$ cat src/rtl/mdrc_pkg.sv
// shared types and constants of the duplicate row/column removal block
// no dependencies
`default_nettype none

package mdrc_pkg;

  localparam int unsigned DATA_W    = 32;
  localparam int unsigned DIM_W     = 5;
  localparam int unsigned CFG_IDX_W = 1;

  localparam logic [CFG_IDX_W-1:0] CFG_NUM_ROWS = 1'b0;
  localparam logic [CFG_IDX_W-1:0] CFG_NUM_COLS = 1'b1;

  localparam logic REQ_LOAD = 1'b0;
  localparam logic REQ_READ = 1'b1;

  typedef struct packed {
    logic                     req_type;
    logic signed [DATA_W-1:0] element_value;
  } mdrc_req_t;

  typedef struct packed {
    logic signed [DATA_W-1:0] result_value;
    logic                     end_of_row;
    logic                     last_element;
    logic [DIM_W-1:0]         kept_rows;
    logic [DIM_W-1:0]         kept_cols;
    logic                     no_data;
  } mdrc_rsp_t;

  typedef struct packed {
    logic restart;
    logic load;
    logic rd_nodata;
    logic rd_issue;
    logic rd_capture;
    logic pass_init_row;
    logic pass_init_col;
    logic a_inc;
    logic b_inc;
    logic scan_start;
    logic scan_issue;
    logic decide;
    logic read_init;
  } mdrc_cmd_t;

  typedef struct packed {
    logic ld_last;
    logic unit_dims;
    logic rd_done;
    logic out_busy;
    logic pass_done;
    logic a_ge_b;
    logic keep_a;
    logic keep_b;
    logic scan_last;
    logic col_mode;
  } mdrc_sts_t;

endpackage

`default_nettype wire

$ cat src/rtl/mdrc_ctrl.sv
// controller state machine: request handling and duplicate-removal walk sequencing
// depends on mdrc_pkg
`default_nettype none

module mdrc_ctrl (
  input  logic                clk_i,
  input  logic                rst_ni,
  input  logic                in_valid_i,
  input  logic                in_req_type_i,
  input  logic                cfg_we_i,
  input  mdrc_pkg::mdrc_sts_t sts_i,
  output logic                in_stall_o,
  output mdrc_pkg::mdrc_cmd_t cmd_o
);
  import mdrc_pkg::*;

  typedef enum logic [6:0] {
    S_LOADING = 7'b0000001,
    S_READING = 7'b0000010,
    S_RDWAIT  = 7'b0000100,
    S_PAIR    = 7'b0001000,
    S_SCAN    = 7'b0010000,
    S_DRAIN   = 7'b0100000,
    S_DECIDE  = 7'b1000000
  } state_e;

  state_e state_q, state_d;
  logic   idle, is_read, accept;

  always_comb begin
    is_read    = (in_req_type_i == REQ_READ);
    idle       = (state_q == S_LOADING) || (state_q == S_READING);
    in_stall_o = !idle || cfg_we_i || (is_read && sts_i.out_busy);
    accept     = in_valid_i && !in_stall_o;
    cmd_o      = '0;
    state_d    = state_q;
    case (state_q)
      S_LOADING: begin
        if (accept) begin
          if (is_read) begin
            cmd_o.rd_nodata = 1'b1;
          end else begin
            cmd_o.load = 1'b1;
            if (sts_i.ld_last) begin
              cmd_o.pass_init_row = 1'b1;
              state_d             = S_PAIR;
            end
          end
        end
      end
      S_READING: begin
        if (accept) begin
          if (is_read) begin
            if (sts_i.rd_done) begin
              cmd_o.rd_nodata = 1'b1;
            end else begin
              cmd_o.rd_issue = 1'b1;
              state_d        = S_RDWAIT;
            end
          end else begin
            cmd_o.restart = 1'b1;
            cmd_o.load    = 1'b1;
            if (sts_i.unit_dims) begin
              cmd_o.pass_init_row = 1'b1;
              state_d             = S_PAIR;
            end else begin
              state_d = S_LOADING;
            end
          end
        end
      end
      S_RDWAIT: begin
        cmd_o.rd_capture = 1'b1;
        state_d          = S_READING;
      end
      S_PAIR: begin
        if (sts_i.pass_done) begin
          if (sts_i.col_mode) begin
            cmd_o.read_init = 1'b1;
            state_d         = S_READING;
          end else begin
            cmd_o.pass_init_col = 1'b1;
          end
        end else if (sts_i.a_ge_b || !sts_i.keep_b) begin
          cmd_o.b_inc = 1'b1;
        end else if (!sts_i.keep_a) begin
          cmd_o.a_inc = 1'b1;
        end else begin
          cmd_o.scan_start = 1'b1;
          state_d          = S_SCAN;
        end
      end
      S_SCAN: begin
        cmd_o.scan_issue = 1'b1;
        if (sts_i.scan_last) begin
          state_d = S_DRAIN;
        end
      end
      S_DRAIN: begin
        state_d = S_DECIDE;
      end
      S_DECIDE: begin
        cmd_o.decide = 1'b1;
        state_d      = S_PAIR;
      end
      default: begin
        state_d = S_LOADING;
      end
    endcase
    if (cfg_we_i) begin
      state_d = S_LOADING;
    end
  end

  always_ff @(posedge clk_i or negedge rst_ni) begin
    if (!rst_ni) begin
      state_q <= S_LOADING;
    end else begin
      state_q <= state_d;
    end
  end

endmodule

`default_nettype wire

$ cat config.mk
export PLATFORM = sky130hd
export DESIGN_NAME = mdrc_ctrl
export DESIGN_NICKNAME = d
export VERILOG_FILES = /design/src/rtl/mdrc_pkg.sv /design/src/rtl/mdrc_ctrl.sv
export SDC_FILE = /design/constraint.sdc
export NUM_CORES = 1
export LEC_CHECK = 0
export BUFFER_PORTS_ARGS = -buffer_cell sky130_fd_sc_hd__buf_2
export CORE_MARGIN = 2
export CORE_UTILIZATION = 43
export CTS_BUF_LIST = sky130_fd_sc_hd__clkbuf_2 sky130_fd_sc_hd__clkbuf_4 sky130_fd_sc_hd__clkbuf_8
export CTS_CLUSTER_SIZE = 28
export DETAILED_ROUTE_END_ITERATION = 8
export PLACE_DENSITY = 0.77
export SLEW_MARGIN = 0
export SYNTH_ARGS = -nofsm -noshare
export SYNTH_HDL_FRONTEND = slang
export SYNTH_SLANG_ARGS = --single-unit
$ cat constraint.sdc
create_clock -name clk_i -period 1.85 [get_ports clk_i]
set_input_delay 0.37 -clock clk_i [delete_from_list [all_inputs] [get_ports clk_i]]
set_output_delay 0.37 -clock clk_i [all_outputs]
set_load 0.005 [all_outputs]
Yosys cells after proc, flatten, opt, wreduce, memory -nomap -nowiden --
Index checks and enable logic that the tools add are counted.
Storage, ports and cells: register bits 7
Operators by class: eq/ne operators 16, multiplexer cells 47, reduce and logical (&&, ||, !) cells 10
Operators by type and width (number):
- $mux W7 | 12
- $pmux W7 S7 | 1
- $mux W1 | 25
- $ne A4 B4 Y1 const B | 4
- $ne A3 B3 Y1 const B | 5
- $mux W4 | 3
- $reduce_and A9 Y1 | 1
- $eq A7 B1 Y1 const B | 1
- $eq A7 B2 Y1 const B | 1
- $eq A7 B3 Y1 const B | 1
- $eq A7 B4 Y1 const B | 1
- $eq A7 B5 Y1 const B | 1
- $eq A7 B6 Y1 const B | 1
- $eq A7 B7 Y1 const B | 1
- $mux W2 | 3
- $logic_or A1 B1 Y1 | 4
- $pmux W2 S2 | 1
- $logic_not A1 Y1 | 3
- $mux W3 | 1
- $logic_and A1 B1 Y1 | 2
- $pmux W1 S2 | 1

Logic depth before layout (Yosys ltp) --
depth in word-level cells 10, mapped depth 5, mapped depth without buffers 5

Least setup slack after synthesis --
OpenSTA, ideal clock, no wires.
path type register to output, start point reg state_q[6], end point out cmd_o[7] (netlist name), path buffers 0, data arrival time 1.531 ns, setup slack -0.051 ns, required time 1.480 ns, cell stages (with the launch flop) 5, cell sequence dfrtp_1 nor4_1 o2111ai_1 or2_1 nor2_1
RTL lines:
- start, declared | line mdrc_ctrl.sv:27 | state_e state_q, state_d;
- start signal, assigned | line mdrc_ctrl.sv:119 | state_q <= state_d;
- end, declared | line mdrc_ctrl.sv:13 | output mdrc_pkg::mdrc_cmd_t cmd_o

==> summary.txt <==
Setup path
  – Worst path cell trace: nor2b_4, o2111ai_2, or2_1, nor2_1, buf_2
  – Crit path launch type: flip-flop
  – Critical Path AT: 1760 ps
  – Crit path required time: 1480 ps
  – Worst setup path class: reg2out
  – Buf/Inv on CP: 1
  – Family with the most delay on the worst path: simple AND/OR/NAND/NOR gates
  – Crit-path max cell delay: 530 ps
  – CP max-delay cell: dfrtp_1
  – Crit Path Max Fanout: 6
  – Setup crit end kind: output pin
  – Worst reg2reg setup slack: -190 ps

Synth
  – Adder-Cell Fraction of Synth Area: 0%
  – Synth warn: 0
  – Compound-Gate Fraction of Synth Area: between 10% and 20%
  – Largest family of logic cells by synthesized area: simple AND/OR/NAND/NOR gates
  – Synth top area cells: dfrtp_1, nor2_1, nor3_1, nor2b_1, dfstp_2
  – Syn_area_per_cell: slightly below 8 um^2
  – Yosys top cell by area: dfrtp_1
  – Top_reg_cell synth: dfrtp_1
  – Post-Syn Nets: 94
  – Post-synthesis sequential area ratio: around 28%
  – Area share of xor/xnor cells in the synthesized design: 2.79%
  – Post-synthesis mux area share: 5.78%
  – Cell count after synthesis: 79
  – Mapped Area: 628 um^2
  – Synth cell types: 34
  – Number of synthesized flops with an enable pin: 0
  – FF+latch count, synth: 7
  – Area share of the largest cell type after synthesis: 23.9%
  – Ys async rst share: 100%
  – Synth Area in Simple Gates: 43.2%

Clock tree
  – Clk_lat worst skew: 270 ps
  – CTS root buffer: clkbuf_4
  – Clk sink count: 7
  – Register clock-pin slew on the reported worst setup and hold paths: 70 ps
  – CTS tree: yes
  – H-tree Lvls: 1
  – Clock buffer count from CTS: 3
  – CTS Buffer Depth: 2

Floorplanning
  – IO Pins: 29
  – Die width: roughly 42 um
  – DIE HEIGHT: 42.2 um
  – Starting Density: 47.1%
  – Die area: 1780 um^2
  – Std-Cell Rows: 13
  – Placeable Area: 1330 um^2

Timing
  – Final Cycle Share: 115%
  – Setup repair after global routing missed its margin: yes
  – Final Hold Fails: 0
  – Final-report max-slew violation count: 0
  – Slew margin rel.: 75.3%
  – Fmax achieved: approximately 0.47 GHz
  – Setup Skew: 5.48 ps
  – Worst-Margin Slew: 368 ps
  – Setup-failing EPs final: 16
  – Period minus WS final: 2130 ps
  – Fin worst setup slack: -280 ps

Worst hold path
  – HP Class: in2reg

Global routing
  – Largest net degree at the start of global routing: 8
  – Global-route wire length before repair: around 3800 um
  – Vias in the first global route: 852
  – Gr ovfl total: 0
  – Initial antenna violation count: 0
  – Total GRT Usage: 27.5%

Route
  – Vias: 973
  – Detailed Route Iter0 Violations: 47
  – DR pass1 iterations: 4
  – Wire length per cell: about 19 um
  – Detailed Route WL: 2930 um
  – Post-route ant nets: 0
  – DRC errors left: 0
  – Vias per inst: around 6.4

Power and ir drop
  – Share of power burned in registers: 20.3%
  – VDD IR max: 0.619 mV
  – Clock group share of total power: 15.9%
  – Static leakage: 0.601 nW
  – Sw Pwr: 0.456 mW
  – Net Sw Frac: 40.7%
  – Pwr/cell area: about 950 nW/um^2
  – Int Pwr: 0.665 mW
  – Gate power share: 63.8%

Cells and area
  – # fillers: 59
  – Layout area overhead: 88.0%
  – Register Area: 180 um^2
  – Commonest non-fill, non-tap cell in the layout: buf_2
  – Share of cells above drive strength 1: between 60% and 70%
  – Largest register by flop count: state_q
  – Fin util: 88.6%
  – Footprint of the multi-input gates: approximately 580 um^2
  – N_diodes: 0
  – Max FFs per register: 7
  – Finished Cell Area: between 1000 and 1500 um^2
  – Top Registers: state_q (7)
  – Layout Nets: about 150
  – Most frequent cells in the layout: buf_2, buf_4, nor2_1, nand2_1

Run
  – Maxcap violations: 0

Place
  – HPWL after DPL: ~1500 um
  – Buffers on Ports: 28
  – Placed inst area: 921 um^2
  – GPL Wtd Cong: 0.841

Status
  – Violated checks: setup timing
  – Outcome: complete, but fails checks
-- power groups by stage --
stage / logic, mW / clock network [mW] / registers (mW)
floorplan: 0.260 / 0 / 0.211
global placement: 0.429 / 0 / 0.217
detailed placement: 0.440 / 0 / 0.219
CTS: 0.545 / 0.161 / 0.216
global route: 0.748 / 0.183 / 0.227
finish: 0.715 / 0.178 / 0.228
-- worst register-to-register path, cell delays in order, from the launching register on --
cell and delay, ps:
dfrtp_2 440, buf_4 160, or4_4 490, or3_4 370
a41oi_2 150, o31ai_1 100, mux2_4 260
-- final timing paths --
path,startpoint,end,cells after the start
hold reg to reg,state_q[5],state_q[6],1
setup / recovery,state_q[1],cmd_o[12],5
min in group asynchronous,rst_ni,state_q[1],2
hold / removal,sts_i[7],state_q[2],2
max in group asynchronous,rst_ni,state_q[0],2
setup reg to reg,state_q[2],state_q[0],6
-- cells in the mapped netlist (2+ instances only) --
| cell | count |
|---|---|
| nor2b_1 | 5 |
| nor2_1 | 12 |
| nand2_1 | 5 |
| and3_1 | 3 |
| o31ai_1 | 2 |
| nand2b_1 | 2 |
| a21oi_1 | 2 |
| nor3_1 | 7 |
| nor4_1 | 2 |
| nor3b_1 | 2 |
| nand3_1 | 4 |
| a21boi_0 | 2 |
| dfrtp_1 | 6 |
| inv_1 | 4 |
| o2111ai_1 | 2 |
-- layout make-up --
cell class                 instances  area share [%]
tap                               15            1.59
sequential                         7            15.3
multi-input combinational         68            49.2
clock buffer                       4            2.54
inverter                           4            1.27
timing repair buffer              55            30.2
-- routing by layer --
layer  wire length (um)  vias up  global-route usage [%]
met5                  0        -                       0
met4                174        0                    12.5
met3                333       28                    9.05
met2               1360       85                    44.3
met1               1060      444                    32.9
li1                   -      416                       -
-- stage by stage --
| step | worst slack, ps | hold slack (ps) | TNS [ps] | total power, mW | instances |
|---|---|---|---|---|---|
| 6_report | -280 | 320 | -2680 | 1.12 | 153 |
| 5_1_grt | -334 | 328 | -3570 | 1.16 | 153 |
| 4_1_cts | -171 | 302 | -1170 | 0.921 | 150 |
| 3_5_place_dp | -46.9 | 218 | -103 | 0.659 | 139 |
| 3_3_place_gp | -25.1 | 221 | -46.5 | 0.646 | 139 |
| 2_1_floorplan | 54.8 | 74.4 | 0 | 0.471 | 79 |
-- logic make-up after synthesis --
| family | after synthesis |
|---|---|
| AO/OA/AOI/OAI | 14 |
| XOR/XNOR | 2 |
| buffers and inverters | 4 |
| flip-flops | 7 |
| multiplexers | 3 |
| AND/OR/NAND/NOR | 49 |
-- what timing repair did --
action | 4_1_cts | 5_1_grt
hold buffers | 1 | 0
endpoints found under the setup margin | 15 | 18
pin swaps | 6 | 6
resized for setup | 15 | 22
buffers inserted | 6 | 3
endpoints found under the hold margin | 6 | 0
Power figures use the tool's default switching activity.
